### src/rtl/core/lsfg_pkg.sv
// Package for the LED strip frame generator: field layout, command codes,
// descriptor type passed from front end to word sequencer. No dependencies.
package lsfg_pkg;

    localparam int STRIP_LEDS     = 7;
    localparam int PIXEL_FIELDS   = 7;
    localparam int MAX_WHITE_LEDS = 62;
    localparam int ANIM_BITS      = 10;
    localparam int ANIM_FRAMES    = 1 << ANIM_BITS;
    localparam int STEPS          = 2 * (STRIP_LEDS - 1);
    localparam int QUEUE_DEPTH    = 2;

    localparam int CMD_W   = 2;
    localparam int FRAME_W = 16;
    localparam int COUNT_W = 6;
    localparam int PIX_W   = 24;
    localparam int WORD_W  = 32;
    localparam int IDX_W   = 6;

    localparam int FRAME_LSB = 0;
    localparam int COUNT_LSB = FRAME_LSB + FRAME_W;
    localparam int PIX_LSB   = COUNT_LSB + COUNT_W;
    localparam int IN_BITS   = PIX_LSB + PIXEL_FIELDS * PIX_W;
    localparam int S_DATA_W  = ((IN_BITS + 7) / 8) * 8;

    localparam logic [CMD_W-1:0] CMD_SCAN  = 2'd0;
    localparam logic [CMD_W-1:0] CMD_FB    = 2'd1;
    localparam logic [CMD_W-1:0] CMD_WHITE = 2'd2;
    localparam logic [CMD_W-1:0] CMD_NONE  = 2'd3;

    localparam logic [WORD_W-1:0] START_WORD = 32'h0000_0000;
    localparam logic [WORD_W-1:0] END_WORD   = 32'hFFFF_FFFF;
    localparam logic [7:0]        HDR_BITS   = 8'hE0;
    localparam logic [7:0]        FULL_HDR   = 8'hFF;

    typedef enum logic [1:0] {
        KIND_SCAN,
        KIND_FB,
        KIND_WHITE
    } kind_t;

    typedef struct packed {
        kind_t                                kind;
        logic [IDX_W-1:0]                     pos;
        logic [IDX_W-1:0]                     nleds;
        logic [PIXEL_FIELDS-1:0][PIX_W-1:0]   pixels;
    } desc_t;

endpackage

### src/rtl/core/lsfg_front.sv
// Front end: accepts frame requests, decodes the mode, computes the scanner
// position and the LED word count. Depends on lsfg_pkg.
module lsfg_front (
    input  logic                           s_tvalid,
    output logic                           s_tready,
    input  logic [lsfg_pkg::S_DATA_W-1:0]  s_tdata,
    input  logic [lsfg_pkg::CMD_W-1:0]     s_tuser,
    output logic                           push_valid,
    input  logic                           push_ready,
    output lsfg_pkg::desc_t                push_desc
);

    localparam int PROD_W = lsfg_pkg::ANIM_BITS + lsfg_pkg::IDX_W;

    logic [lsfg_pkg::FRAME_W-1:0] frame;
    logic [lsfg_pkg::COUNT_W-1:0] count;
    logic [PROD_W-1:0]            prod;
    logic [lsfg_pkg::IDX_W-1:0]   step;
    logic [lsfg_pkg::IDX_W-1:0]   white_n;

    assign s_tready   = push_ready;
    assign push_valid = s_tvalid && (s_tuser != lsfg_pkg::CMD_NONE);

    always_comb begin
        frame   = s_tdata[lsfg_pkg::FRAME_LSB +: lsfg_pkg::FRAME_W];
        count   = s_tdata[lsfg_pkg::COUNT_LSB +: lsfg_pkg::COUNT_W];
        // frame mod ANIM_FRAMES, scaled to STEPS positions
        prod    = PROD_W'(frame[lsfg_pkg::ANIM_BITS-1:0]) * PROD_W'(lsfg_pkg::STEPS);
        step    = prod[PROD_W-1:lsfg_pkg::ANIM_BITS];
        white_n = (count > lsfg_pkg::COUNT_W'(lsfg_pkg::MAX_WHITE_LEDS)) ?
                  lsfg_pkg::IDX_W'(lsfg_pkg::MAX_WHITE_LEDS) : lsfg_pkg::IDX_W'(count);

        push_desc.pos = (step <= lsfg_pkg::IDX_W'(lsfg_pkg::STRIP_LEDS - 1)) ?
                        step : lsfg_pkg::IDX_W'(lsfg_pkg::STEPS) - step;
        for (int k = 0; k < lsfg_pkg::PIXEL_FIELDS; k++) begin
            push_desc.pixels[k] =
                s_tdata[lsfg_pkg::PIX_LSB + k * lsfg_pkg::PIX_W +: lsfg_pkg::PIX_W];
        end

        unique case (s_tuser)
            lsfg_pkg::CMD_SCAN: begin
                push_desc.kind  = lsfg_pkg::KIND_SCAN;
                push_desc.nleds = lsfg_pkg::IDX_W'(lsfg_pkg::STRIP_LEDS);
            end
            lsfg_pkg::CMD_FB: begin
                push_desc.kind  = lsfg_pkg::KIND_FB;
                push_desc.nleds = lsfg_pkg::IDX_W'(lsfg_pkg::STRIP_LEDS);
            end
            lsfg_pkg::CMD_WHITE: begin
                push_desc.kind  = lsfg_pkg::KIND_WHITE;
                push_desc.nleds = white_n;
            end
            lsfg_pkg::CMD_NONE: begin
                push_desc.kind  = lsfg_pkg::KIND_WHITE;
                push_desc.nleds = '0;
            end
        endcase
    end

endmodule

### src/rtl/core/lsfg_queue.sv
// Short descriptor queue between front end and word sequencer.
// Depends on lsfg_pkg.
module lsfg_queue (
    input  logic             aclk,
    input  logic             aresetn,
    input  logic             push_valid,
    output logic             push_ready,
    input  lsfg_pkg::desc_t  push_desc,
    output logic             pop_valid,
    input  logic             pop,
    output lsfg_pkg::desc_t  pop_desc
);

    localparam int PTR_W = (lsfg_pkg::QUEUE_DEPTH > 1) ? $clog2(lsfg_pkg::QUEUE_DEPTH) : 1;
    localparam int CNT_W = $clog2(lsfg_pkg::QUEUE_DEPTH + 1);

    lsfg_pkg::desc_t  mem_reg [lsfg_pkg::QUEUE_DEPTH];
    logic [PTR_W-1:0] wr_ptr_reg, wr_ptr_next;
    logic [PTR_W-1:0] rd_ptr_reg, rd_ptr_next;
    logic [CNT_W-1:0] cnt_reg, cnt_next;
    logic             do_push, do_pop;

    assign push_ready = (cnt_reg != CNT_W'(lsfg_pkg::QUEUE_DEPTH));
    assign pop_valid  = (cnt_reg != '0);
    assign pop_desc   = mem_reg[rd_ptr_reg];
    assign do_push    = push_valid && push_ready;
    assign do_pop     = pop && pop_valid;

    always_comb begin
        wr_ptr_next = wr_ptr_reg;
        rd_ptr_next = rd_ptr_reg;
        if (do_push) begin
            wr_ptr_next = (wr_ptr_reg == PTR_W'(lsfg_pkg::QUEUE_DEPTH - 1)) ?
                          '0 : wr_ptr_reg + PTR_W'(1);
        end
        if (do_pop) begin
            rd_ptr_next = (rd_ptr_reg == PTR_W'(lsfg_pkg::QUEUE_DEPTH - 1)) ?
                          '0 : rd_ptr_reg + PTR_W'(1);
        end
        cnt_next = cnt_reg + CNT_W'(do_push) - CNT_W'(do_pop);
    end

    always_ff @(posedge aclk) begin
        if (!aresetn) begin
            wr_ptr_reg <= '0;
            rd_ptr_reg <= '0;
            cnt_reg    <= '0;
        end else begin
            wr_ptr_reg <= wr_ptr_next;
            rd_ptr_reg <= rd_ptr_next;
            cnt_reg    <= cnt_next;
        end
    end

    always_ff @(posedge aclk) begin
        if (do_push) begin
            mem_reg[wr_ptr_reg] <= push_desc;
        end
    end

endmodule

### src/rtl/core/lsfg_back.sv
// Word sequencer: walks start, LED and end words of the head descriptor,
// one per cycle unless stalled, into m_tdata_reg. Depends on lsfg_pkg.
module lsfg_back (
    input  logic                          aclk,
    input  logic                          aresetn,
    input  logic                          q_valid,
    input  lsfg_pkg::desc_t               q_desc,
    output logic                          q_pop,
    output logic                          m_tvalid,
    input  logic                          m_tready,
    output logic [lsfg_pkg::WORD_W-1:0]   m_tdata,
    output logic                          m_tlast
);

    localparam int PSEL_W = (lsfg_pkg::PIXEL_FIELDS > 1) ? $clog2(lsfg_pkg::PIXEL_FIELDS) : 1;

    logic [lsfg_pkg::IDX_W-1:0]  cnt_reg, cnt_next;
    logic                        m_tvalid_reg, m_tvalid_next;
    logic [lsfg_pkg::WORD_W-1:0] m_tdata_reg, word_next;
    logic                        m_tlast_reg, last_next;
    logic                        advance, fire;
    logic [lsfg_pkg::IDX_W-1:0]  led;
    logic [lsfg_pkg::IDX_W-1:0]  led_gap;
    logic [4:0]                  br;
    logic [lsfg_pkg::PIX_W-1:0]  px;

    assign advance  = !m_tvalid_reg || m_tready;
    assign fire     = advance && q_valid;
    assign q_pop    = fire && last_next;
    assign m_tvalid = m_tvalid_reg;
    assign m_tdata  = m_tdata_reg;
    assign m_tlast  = m_tlast_reg;

    always_comb begin
        led     = cnt_reg - lsfg_pkg::IDX_W'(1);
        led_gap = (led >= q_desc.pos) ? led - q_desc.pos : q_desc.pos - led;
        unique case (led_gap)
            lsfg_pkg::IDX_W'(0): br = 5'd31;
            lsfg_pkg::IDX_W'(1): br = 5'd8;
            lsfg_pkg::IDX_W'(2): br = 5'd2;
            default:             br = 5'd0;
        endcase
        px = (led < lsfg_pkg::IDX_W'(lsfg_pkg::PIXEL_FIELDS)) ?
             q_desc.pixels[led[PSEL_W-1:0]] : '0;

        last_next = (cnt_reg == q_desc.nleds + lsfg_pkg::IDX_W'(1));
        if (cnt_reg == '0) begin
            word_next = lsfg_pkg::START_WORD;
        end else if (last_next) begin
            word_next = lsfg_pkg::END_WORD;
        end else begin
            unique case (q_desc.kind)
                lsfg_pkg::KIND_SCAN:
                    word_next = {lsfg_pkg::HDR_BITS | {3'b000, br}, 16'h0000,
                                 (br != 5'd0) ? 8'hFF : 8'h00};
                lsfg_pkg::KIND_FB:
                    word_next = {lsfg_pkg::FULL_HDR, px[7:0], px[15:8], px[23:16]};
                default:
                    word_next = lsfg_pkg::END_WORD;
            endcase
        end

        cnt_next      = cnt_reg;
        m_tvalid_next = m_tvalid_reg;
        if (advance) begin
            m_tvalid_next = q_valid;
        end
        if (fire) begin
            cnt_next = last_next ? '0 : cnt_reg + lsfg_pkg::IDX_W'(1);
        end
    end

    always_ff @(posedge aclk) begin
        if (!aresetn) begin
            cnt_reg      <= '0;
            m_tvalid_reg <= 1'b0;
        end else begin
            cnt_reg      <= cnt_next;
            m_tvalid_reg <= m_tvalid_next;
        end
    end

    always_ff @(posedge aclk) begin
        if (fire) begin
            m_tdata_reg <= word_next;
            m_tlast_reg <= last_next;
        end
    end

endmodule

### src/rtl/core/led_strip_frame_generator_unit.sv
// LED strip frame generator top level: front end, descriptor queue and word
// sequencer. Depends on lsfg_pkg, lsfg_front, lsfg_queue, lsfg_back.
// The start word passes the descriptor queue, then the output register, to m_tdata.
// The word sequencer sends one word per cycle unless stalled; a request gives
// STRIP_LEDS+2 words (9) in scanner and framebuffer mode, min(led_count,62)+2 in white.
// Reset: synchronous active-low aresetn empties the queue and clears m_tvalid.
module led_strip_frame_generator_unit (
    input  logic                          aclk,
    input  logic                          aresetn,
    input  logic                          s_tvalid,
    output logic                          s_tready,
    // frame[15:0], led_count[21:16], pixel_0..pixel_6 24 bits each from bit 22
    input  logic [lsfg_pkg::S_DATA_W-1:0] s_tdata,
    // cmd[1:0]
    input  logic [lsfg_pkg::CMD_W-1:0]    s_tuser,
    output logic                          m_tvalid,
    input  logic                          m_tready,
    // word[31:0]
    output logic [lsfg_pkg::WORD_W-1:0]   m_tdata,
    output logic                          m_tlast
);

    logic            push_valid, push_ready;
    lsfg_pkg::desc_t push_desc;
    logic            q_valid, q_pop;
    lsfg_pkg::desc_t q_desc;

    lsfg_front u_front (
        .s_tvalid   (s_tvalid),
        .s_tready   (s_tready),
        .s_tdata    (s_tdata),
        .s_tuser    (s_tuser),
        .push_valid (push_valid),
        .push_ready (push_ready),
        .push_desc  (push_desc)
    );

    lsfg_queue u_queue (
        .aclk       (aclk),
        .aresetn    (aresetn),
        .push_valid (push_valid),
        .push_ready (push_ready),
        .push_desc  (push_desc),
        .pop_valid  (q_valid),
        .pop        (q_pop),
        .pop_desc   (q_desc)
    );

    lsfg_back u_back (
        .aclk     (aclk),
        .aresetn  (aresetn),
        .q_valid  (q_valid),
        .q_desc   (q_desc),
        .q_pop    (q_pop),
        .m_tvalid (m_tvalid),
        .m_tready (m_tready),
        .m_tdata  (m_tdata),
        .m_tlast  (m_tlast)
    );

endmodule

### config.mk
export PLATFORM = sky130hd
export DESIGN_NAME = led_strip_frame_generator_unit
export DESIGN_NICKNAME = d
export VERILOG_FILES = /design/src/rtl/core/lsfg_pkg.sv /design/src/rtl/core/lsfg_front.sv /design/src/rtl/core/lsfg_queue.sv /design/src/rtl/core/lsfg_back.sv /design/src/rtl/core/led_strip_frame_generator_unit.sv
export SDC_FILE = /design/constraint.sdc
export NUM_CORES = 1
export LEC_CHECK = 0
export ABC_AREA = 1
export BUFFER_PORTS_ARGS = -buffer_cell sky130_fd_sc_hd__buf_2
export CAP_MARGIN = 20
export CORE_UTILIZATION = 40
export CTS_CLUSTER_DIAMETER = 60
export CTS_CLUSTER_SIZE = 14
export DETAILED_ROUTE_END_ITERATION = 8
export PLACE_DENSITY_LB_ADDON = 0.12
export SLEW_MARGIN = 0
export SYNTH_ARGS = -nofsm -noshare
export SYNTH_HDL_FRONTEND = slang
export SYNTH_SLANG_ARGS = --single-unit
### constraint.sdc
create_clock -name aclk -period 29.6 [get_ports aclk]
set_input_delay 2.96 -clock aclk [delete_from_list [all_inputs] [get_ports aclk]]
set_output_delay 2.96 -clock aclk [all_outputs]
set_load 0.1 [all_outputs]
### After elaboration in Yosys (flattened, before gate mapping)

Memory sizes are Yosys's and may differ from the RTL's. A register that Yosys moved wholly into a read port is not among the register bits.
Cells that the tools add are included.

| cells by class | value |
|---|---|
| muxes and demuxes | 19 |
| divide/modulo/power cells | 0 |
| shift-type cells | 0 |
| eq/ne operators | 9 |
| reduce and logical (&&, ||, !) cells | 15 |
| $add $sub $neg | 10 |
| bitwise logic cells | 0 |
| multipliers | 1 |
| order comparisons | 5 |

Operator list:

| operator | number |
|---|---|
| binary-select mux 24 bit (select 3 bit) | 1 |
| case mux 29 bit (2 select lines) | 1 |
| 2-to-1 mux 24 bit | 2 |
| 2-to-1 mux 32 bit | 1 |
| 2-to-1 mux 6 bit | 4 |
| case mux 6 bit (3 select lines) | 1 |
| case mux 5 bit (3 select lines) | 1 |
| adder 6 x 1 -> 6 bit (second input constant) | 2 |
| zero test 6 bit | 2 |
| multiplier 10 x 2 -> 12 bit (second input constant) | 1 |
| subtractor 6 bit | 2 |
| 2-to-1 mux 8 bit | 1 |
| == test 6 x 1 -> 1 bit (second input constant) | 1 |
| == test 6 x 2 -> 1 bit (second input constant) | 1 |
| == test 6 bit | 1 |
| >= comparator 6 bit | 1 |
| greater-than comparator 6 bit (second input constant) | 1 |
| less-than comparator 6 x 3 -> 1 bit (second input constant) | 1 |
| 2-to-1 mux 1 bit | 6 |
| case mux 2 bit (3 select lines) | 1 |
| subtractor 6 x 1 -> 6 bit (second input constant) | 1 |
| logical AND 1 bit | 5 |
| nonzero test 5 bit | 1 |
| subtractor 4 x 4 -> 5 bit (first input constant) | 1 |
| 13 further kinds | 19 |

| word-level totals | value |
|---|---|
| output and inout port bits | 35 |
| latch bits | 0 |
| bits in read-only memories | 0 |
| memory bits (writable) | 364 |
| register bits | 44 |
| memories | 1 |
| input bits | 198 |

Memory list:

| name | depth | bits a word | read ports | clocked after Yosys merged registers in | wr ports | line | text |
|---|---|---|---|---|---|---|---|
| u_queue.mem_reg | 2 | 182 | 1 | 1 | 1 | lsfg_queue.sv:17 | `lsfg_pkg::desc_t mem_reg [lsfg_pkg::QUEUE_DEPTH];` |

### Longest topological paths before layout

Gate-level depths: netlist of run 1.

| depth | value |
|---|---|
| word-level depth | 9 |
| gate-level depth with buffers | 23 |
| gate-level depth less buffers | 19 |

### By module

From an unflattened synthesis of run 1, not the netlist that was laid out.

| second synthesis, totals | value |
|---|---|
| cells, all modules | 1503 |
| area total of the unflattened synthesis | 19417.4 µm² |

Modules (own cells, without submodules):

| module | area an instance (µm²) | times used | cells each |
|---|---|---|---|
| lsfg_queue | 13480.4 | 1 | 602 |
| lsfg_back | 4041.4 | 1 | 621 |
| lsfg_front | 1895.6 | 1 | 280 |

### Least setup slack after synthesis of run 1

OpenSTA, ideal clock, no wires.

| path | value |
|---|---|
| path kind | input port to flip-flop |
| start point | input s_tuser[0] (netlist bit) |
| end point | memory u_queue.mem_reg[1][0] (netlist bit), enable pin |
| arrival | 10.833 ns |
| path slack | 18.039 ns |
| data required time | 28.871 ns |
| library setup time | 0.729 ns |
| stages on the path | 4 |
| cell sequence | nand2_1 and3_1 inv_1 nor2_1 |

| between the ends | value |
|---|---|
| longest elaborated chain between the ends | 5 |

RTL lines:

| what | line | text |
|---|---|---|
| start, declared | led_strip_frame_generator_unit.sv:15 | `input logic [lsfg_pkg::CMD_W-1:0] s_tuser,` |
| inequality test 2 bit | lsfg_front.sv:22 | `assign push_valid = s_tvalid && (s_tuser != lsfg_pkg::CMD_NONE);` |
| logical AND 1 bit | lsfg_front.sv:22 |  |
| logical AND 1 bit | lsfg_queue.sv:26 | `assign do_push = push_valid && push_ready;` |
| via u_queue.do_push | lsfg_queue.sv:21 | `logic do_push, do_pop;` |
| 2-to-1 mux 1 bit | lsfg_queue.sv:56 | `if (do_push) begin` |
| 2-to-1 mux 1 bit (implied by the code) | lsfg_queue.sv:57 | `mem_reg[wr_ptr_reg] <= push_desc;` |
| end, declared | lsfg_queue.sv:17 |  |

The timed path passes the listed nets, and every way through them passes these cells.

### Worst setup path after layout of run 1

| path | value |
|---|---|
| start point | input s_tuser[1] (netlist bit) |
| end point | memory u_queue.mem_reg[0][129] (netlist bit), enable pin |

The elaborated chain is that of the path after synthesis.

==> metrics, run 1 <==
violation count after the first detailed-routing iteration=805; routed wire length=43860 um; CTS-repair resized insts=0; final worst path period share=0.1989; clock buffer depth=3; DRC violation count after routing=0; Site Rows=75; worst-case hold slack=0.4858 ns; outcome=completed; first-pass GRT wire length=66930 um; die width=209.8 um; required time of the critical path=29.77 ns; Die H=209.8 um; total CTS buffers=39; portion of the post-synthesis area used by sequential elements=0.6939; largest fanout of any net on the critical path=65; synthesized flop and latch total=403; max-slew headroom at the worst pin=0.2925; FF+latch area=11990 sq um; global routing usage summed across all routing layers=0.2016; WL/cell=19.47 um; routed vias=11655; number of max-capacitance violations reported=0; clk_lat worst skew=0.56 ns; worst clock skew on the final layout=0.01603 ns; IO Count=233; endpoints failing setup=0; Critical Setup Path Class=input pin to register; count of hold buffers inserted by post-cts repair=0; arrival time worst endpoint=6.05 ns; number of antenna-violating nets in the routed design=0; synthesis warning total=0; core box area=42230 sq um; maximum number of pins on one net before global-route repair=90; first-pass iteration count of the detailed router=5; clock root buffer=sky130_fd_sc_hd__clkbuf_16; TNS Setup=0 ns; syn avg cell area=11.57 sq um; routability cong.=0.8035; TritonCTS clock tree=yes; port bufs=224; Power, Total=1.435 mW; final net count=1924; Tightest Pin Transition=1.061 ns; Cell Area, Synth=17270 sq um; full die area=44000 sq um; number of H-tree branching levels=2; final hold vios=0; combined area of the multi-input logic cells=4661 sq um; distinct cell type count after synthesis=41; effective utilization at floorplan=0.4089; per-cell via count in the routed design=5.173; ratio of cells with drive above 1 in the final layout=0.1877; highest clock frequency the design can meet=169.8 MHz; number of antenna violations at the first check in global routing=15; type of the worst min-delay path=register to register; Net Count, Synth=1723; static power due to leakage=7.682 nW; largest vdd supply drop=0.05373 mV; number of global-route vias before repair=11538; setup repair after global routing missed its margin=false; Fill cells=3884; gate count after technology mapping=1493; minimum clock period=5.888 ns; clock input transition at the sequential cells of the worst setup and hold paths=0.06 ns; buffer count from post-CTS setup fixing=0; max FFs per register=362; growth of design area from synthesis to finish=15.99%; final slew viol count=0; pwr dens=71.65 nW/um^2; clock sink count=403; Remaining Overflow, GRT=0; placed wire-length estimate after detailed placement=26700 um; crit start category=input pin; nature of the critical path endpoint=register
## cells by family after synthesis
group	share of synthesized area
fa+ha+maj	0.02406
flops	0.6939
buf+inv	0.03848
xor+xnor	0.007537
compound gates	0.07703
simple gates	0.1590
## metal layers
layer / share of wire / up-vias / routed length, um / global-route usage
li1: - / 5657 / - / -
met5: 0.0024 / - / 106 / 0
met2: 0.48 / 265 / 21050 / 0.3355
met1: 0.44 / 5641 / 19150 / 0.2598
met4: 0.024 / 16 / 1038 / 0.06343
met3: 0.057 / 76 / 2514 / 0.04848
## cells in the mapped netlist
| cell | instances | area, sq um |
|---|---|---|
| sky130_fd_sc_hd__edfxtp_1 | 391 | 11740 |
| sky130_fd_sc_hd__nand2_1 | 384 | 1441 |
| sky130_fd_sc_hd__nand3_1 | 147 | 735.7 |
| sky130_fd_sc_hd__a21oi_1 | 129 | 645.6 |
| sky130_fd_sc_hd__nor2_1 | 89 | 334.1 |
| sky130_fd_sc_hd__inv_1 | 62 | 232.7 |
| sky130_fd_sc_hd__o21ai_0 | 52 | 260.3 |
| sky130_fd_sc_hd__buf_2 | 40 | 200.2 |
| sky130_fd_sc_hd__ha_1 | 30 | 375.4 |
| sky130_fd_sc_hd__o211ai_1 | 24 | 180.2 |
| sky130_fd_sc_hd__clkbuf_1 | 20 | 75.07 |
| sky130_fd_sc_hd__o21a_1 | 13 | 97.59 |
| sky130_fd_sc_hd__dfxtp_1 | 12 | 240.2 |
| sky130_fd_sc_hd__nor3_1 | 12 | 60.06 |
| sky130_fd_sc_hd__buf_1 | 11 | 41.29 |
| sky130_fd_sc_hd__xor2_1 | 9 | 78.83 |
| sky130_fd_sc_hd__a22oi_1 | 7 | 52.55 |
| sky130_fd_sc_hd__o22ai_1 | 7 | 43.79 |
| sky130_fd_sc_hd__buf_4 | 6 | 45.04 |
| sky130_fd_sc_hd__nand4_1 | 6 | 37.54 |
| sky130_fd_sc_hd__buf_6 | 4 | 45.04 |
| sky130_fd_sc_hd__inv_2 | 4 | 15.01 |
| sky130_fd_sc_hd__nand2_2 | 4 | 25.02 |
| sky130_fd_sc_hd__or2_2 | 4 | 25.02 |
| sky130_fd_sc_hd__xnor2_1 | 4 | 35.03 |
| sky130_fd_sc_hd__nand3_2 | 3 | 30.03 |
| sky130_fd_sc_hd__a21boi_0 | 2 | 15.01 |
| sky130_fd_sc_hd__fa_1 | 2 | 40.04 |
| sky130_fd_sc_hd__nand3b_1 | 2 | 15.01 |
| sky130_fd_sc_hd__o21ai_1 | 2 | 10.01 |
| sky130_fd_sc_hd__a211oi_1 | 1 | 7.510 |
| sky130_fd_sc_hd__and3_1 | 1 | 6.260 |
| sky130_fd_sc_hd__clkinv_1 | 1 | 3.750 |
| sky130_fd_sc_hd__inv_4 | 1 | 6.260 |
| sky130_fd_sc_hd__nor2_2 | 1 | 6.260 |
| sky130_fd_sc_hd__nor2_4 | 1 | 11.26 |
| sky130_fd_sc_hd__nor3_2 | 1 | 10.01 |
| sky130_fd_sc_hd__nor3b_1 | 1 | 7.510 |
| sky130_fd_sc_hd__o21ai_2 | 1 | 8.760 |
| sky130_fd_sc_hd__o41ai_1 | 1 | 8.760 |
| sky130_fd_sc_hd__xor2_2 | 1 | 16.27 |
## worst max-delay path: stages
cell and delay (ns):
sky130_fd_sc_hd__buf_2 0.15, sky130_fd_sc_hd__nand2_1 0.10, sky130_fd_sc_hd__and3_1 0.22, sky130_fd_sc_hd__inv_1 0.11, sky130_fd_sc_hd__nor2_4 0.08, sky130_fd_sc_hd__buf_4 0.62
sky130_fd_sc_hd__buf_4 0.80, sky130_fd_sc_hd__buf_4 0.85
## stage by stage
| stage | utilization | cell area (sq um) | worst slack (ns) | instances |
|---|---|---|---|---|
| final | 0.4743 | 20030 | 23.71 | 2253 |
| after detailed placement | 0.4465 | 18860 | 22.99 | 2192 |
| after floorplan | - | 17270 | 18.04 | 1493 |
| after global routing | 0.4741 | 20020 | 23.45 | 2250 |
| after global placement | 0.4459 | 18830 | 23.02 | 2191 |
| after CTS | 0.4740 | 20020 | 23.58 | 2249 |
## cell type report
class                   count  share of cell area
multi-input cells         941              0.2327
clock buffers              44             0.05179
repair buffers            241             0.06335
diodes                      4           0.0004998
well taps                 539             0.03367
inverters                  68             0.01312
clock inverters            13            0.006185
flip-flops and latches    403              0.5987
## worst paths after layout
path | start | slack [ns] | depth (start not counted) | to
worst max-delay path | s_tuser[1] | 23.71 | 8 | u_queue.mem_reg[0][129]
worst min-delay path | u_queue.cnt_reg[1] | 0.49 | 1 | u_queue.cnt_reg[1]
worst max register to register | register | 24.91 | 16 | u_back.m_tdata[7]
worst min register to register | u_queue.cnt_reg[1] | 0.49 | 1 | u_queue.cnt_reg[1]
## report_power, final
part	internal, mW	switching [mW]
clock network	0.260	0.213
logic	0.0732	0.203
registers	0.672	0.0143
total	1.00	0.430
## cells in the final DEF, fill, tap and decap left out, types with 16 or more instances in the layout
master                      instances
sky130_fd_sc_hd__edfxtp_1         391
sky130_fd_sc_hd__nand2_1          384
sky130_fd_sc_hd__buf_2            224
sky130_fd_sc_hd__nand3_1          147
sky130_fd_sc_hd__a21oi_1          128
sky130_fd_sc_hd__nor2_1            87
sky130_fd_sc_hd__inv_1             61
sky130_fd_sc_hd__o21ai_0           52
sky130_fd_sc_hd__clkbuf_16         41
sky130_fd_sc_hd__ha_1              29
sky130_fd_sc_hd__o211ai_1          24
sky130_fd_sc_hd__buf_4             16
Note: power is estimated with default switching activity, not from simulation.
==> run 2, diff against run 1 <==
==> constraint.sdc (replaced) <==
create_clock -name aclk -period 5.64 [get_ports aclk]
set_input_delay 0.564 -clock aclk [delete_from_list [all_inputs] [get_ports aclk]]
set_output_delay 0.564 -clock aclk [all_outputs]
set_load 0.1 [all_outputs]
==> metrics, run 2 (synthesis gave the netlist of run 1 again) <==
outcome=completed; Met1 Wirelength=19360 um; final slew viol count=0; Critical path origin=u_back.cnt_reg[0]; WL/cell=19.24 um; number of global-route vias before repair=11326; Setup WS pre-CTS=1.860 ns; arrival time worst endpoint=4.17 ns; static power due to leakage=7.669 nW; top layer reached by signal wires=met5; TritonCTS clock tree=yes; CTS-repair resized insts=0; Non-Filler Cell Area, Final=19970 sq um; final net count=1925; count of hold buffers inserted by post-cts repair=0; routability cong.=0.8093; nature of the critical path endpoint=register; Site Rows=75; clk_lat worst skew=0.56 ns; leading cell types in the layout, fill and taps excluded=391 x sky130_fd_sc_hd__edfxtp_1, 384 x sky130_fd_sc_hd__nand2_1, 224 x sky130_fd_sc_hd__buf_2; violation count after the first detailed-routing iteration=655; Die H=209.8 um; Post-Layout Cell Count=2254; clock buffer depth=3; buffer count from post-CTS setup fixing=0; Area after DPL=18870 sq um; Critical Setup Path Class=register to register; first-pass GRT wire length=65790 um; IO Count=233; Tightest Pin Transition=0.8925 ns; setup repair after global routing missed its margin=false; full die area=44000 sq um; minimum clock period=3.770 ns; highest clock frequency the design can meet=265.3 MHz; number of H-tree branching levels=2; DRC violation count after routing=0; clock root buffer=sky130_fd_sc_hd__clkbuf_16; combined area of the multi-input logic cells=4661 sq um; global routing usage summed across all routing layers=0.1982; startpoint of the worst hold path=s_tdata[88]; routed vias=11574; routed length on met2=20560 um; type of the worst min-delay path=input pin to register; port bufs=224; core occupancy in the finished layout=0.4729; effective utilization at floorplan=0.4089; maximum number of pins on one net before global-route repair=132; placed wire-length estimate after detailed placement=26820 um; growth of design area from synthesis to finish=15.66%; endpoints failing setup=0; FF+latch area=11990 sq um; placed cell count=2195; ratio of cells with drive above 1 in the final layout=0.1855; Power, Total=7.424 mW; largest vdd supply drop=0.3930 mV; total CTS buffers=37; pwr dens=371.7 nW/um^2; Fill cells=3922; leading cell type in the layout, fill and taps excluded=sky130_fd_sc_hd__edfxtp_1; worst clock skew on the final layout=0.01698 ns; first-pass iteration count of the detailed router=5; number of max-capacitance violations reported=0; routed wl met3=2311 um; number of antenna violations at the first check in global routing=14; final worst path period share=0.6684; Remaining Overflow, GRT=0; final hold vios=0; routed wire length=43370 um; crit start category=register; max FFs per register=362; per-cell via count in the routed design=5.135; clock input transition at the sequential cells of the worst setup and hold paths=0.06 ns; number of antenna-violating nets in the routed design=0; die width=209.8 um; core box area=42230 sq um; max-slew headroom at the worst pin=0.4050; largest fanout of any net on the critical path=28; worst-case setup margin in the final layout=1.870 ns; FF-to-FF Start=u_back.cnt_reg[0]; clock sink count=403; required time of the critical path=6.04 ns
-- run 2: changes by cell type in the layout (fill, tap and decap cells not counted), sizes merged --
| cell | before | now |
|---|---|---|
| buf | 241 | 244 |
| clkbuf | 44 | 43 |
| clkinv | 5 | 6 |
| clkinvlp | 6 | 2 |
| diode | 4 | 6 |
-- run 2: final timing paths --
| path | to | slack, ns | depth (start not counted) |
|---|---|---|---|
| min reg2reg | u_queue.cnt_reg[1] | 0.48 | 1 |
| max reg2reg | u_back.m_tdata[6] | 1.87 | 13 |
| min | u_queue.mem_reg[1][66] | 0.19 | 1 |
| max | u_back.m_tdata[6] | 1.87 | 13 |
-- run 2: per-layer routing --
metal  up-vias  track usage
met3        77      0.04205
met1      5562       0.2663
met5         -            0
met2       262       0.3181
met4        12      0.06997
li1       5661            -
-- run 2: area by class of cell --
cell class	count	share of cell area
well taps	539	0.03377
repair buffers	244	0.06428
clock buffers	43	0.04962
flip-flops and latches	403	0.6003
diodes	6	0.0007518
inverters	68	0.01316
multi-input cells	941	0.2334
clock inverters	10	0.004699
-- run 2: metrics by stage --
step	hold slack (ns)	setup TNS (ns)
after floorplan	0.4432	-333.75
after global placement	0.4597	0
after detailed placement	0.4657	0
after CTS	0.1570	0
after global routing	0.1720	0
final	0.1928	0
-- run 2: report_power, final --
part | switching, mW | leakage, nW | internal [mW]
combinational | 1.07 | 3.41 | 0.386
sequential | 0.0684 | 3.74 | 3.52
clock | 1.07 | 0.524 | 1.30
total | 2.22 | 7.67 | 5.21
-- run 2: critical path, cell delays in order (launching register included) --
cell and delay [ns]:
sky130_fd_sc_hd__dfxtp_4 0.62, sky130_fd_sc_hd__inv_4 0.22, sky130_fd_sc_hd__ha_2 0.46, sky130_fd_sc_hd__clkinv_1 0.40, sky130_fd_sc_hd__fa_1 0.60, sky130_fd_sc_hd__inv_1 0.08
sky130_fd_sc_hd__nand2_1 0.06, sky130_fd_sc_hd__nand3_2 0.09, sky130_fd_sc_hd__nand3_2 0.13, sky130_fd_sc_hd__inv_2 0.08, sky130_fd_sc_hd__nand3_1 0.12, sky130_fd_sc_hd__a21boi_0 0.34
sky130_fd_sc_hd__o21ai_2 0.19, sky130_fd_sc_hd__a21oi_1 0.19
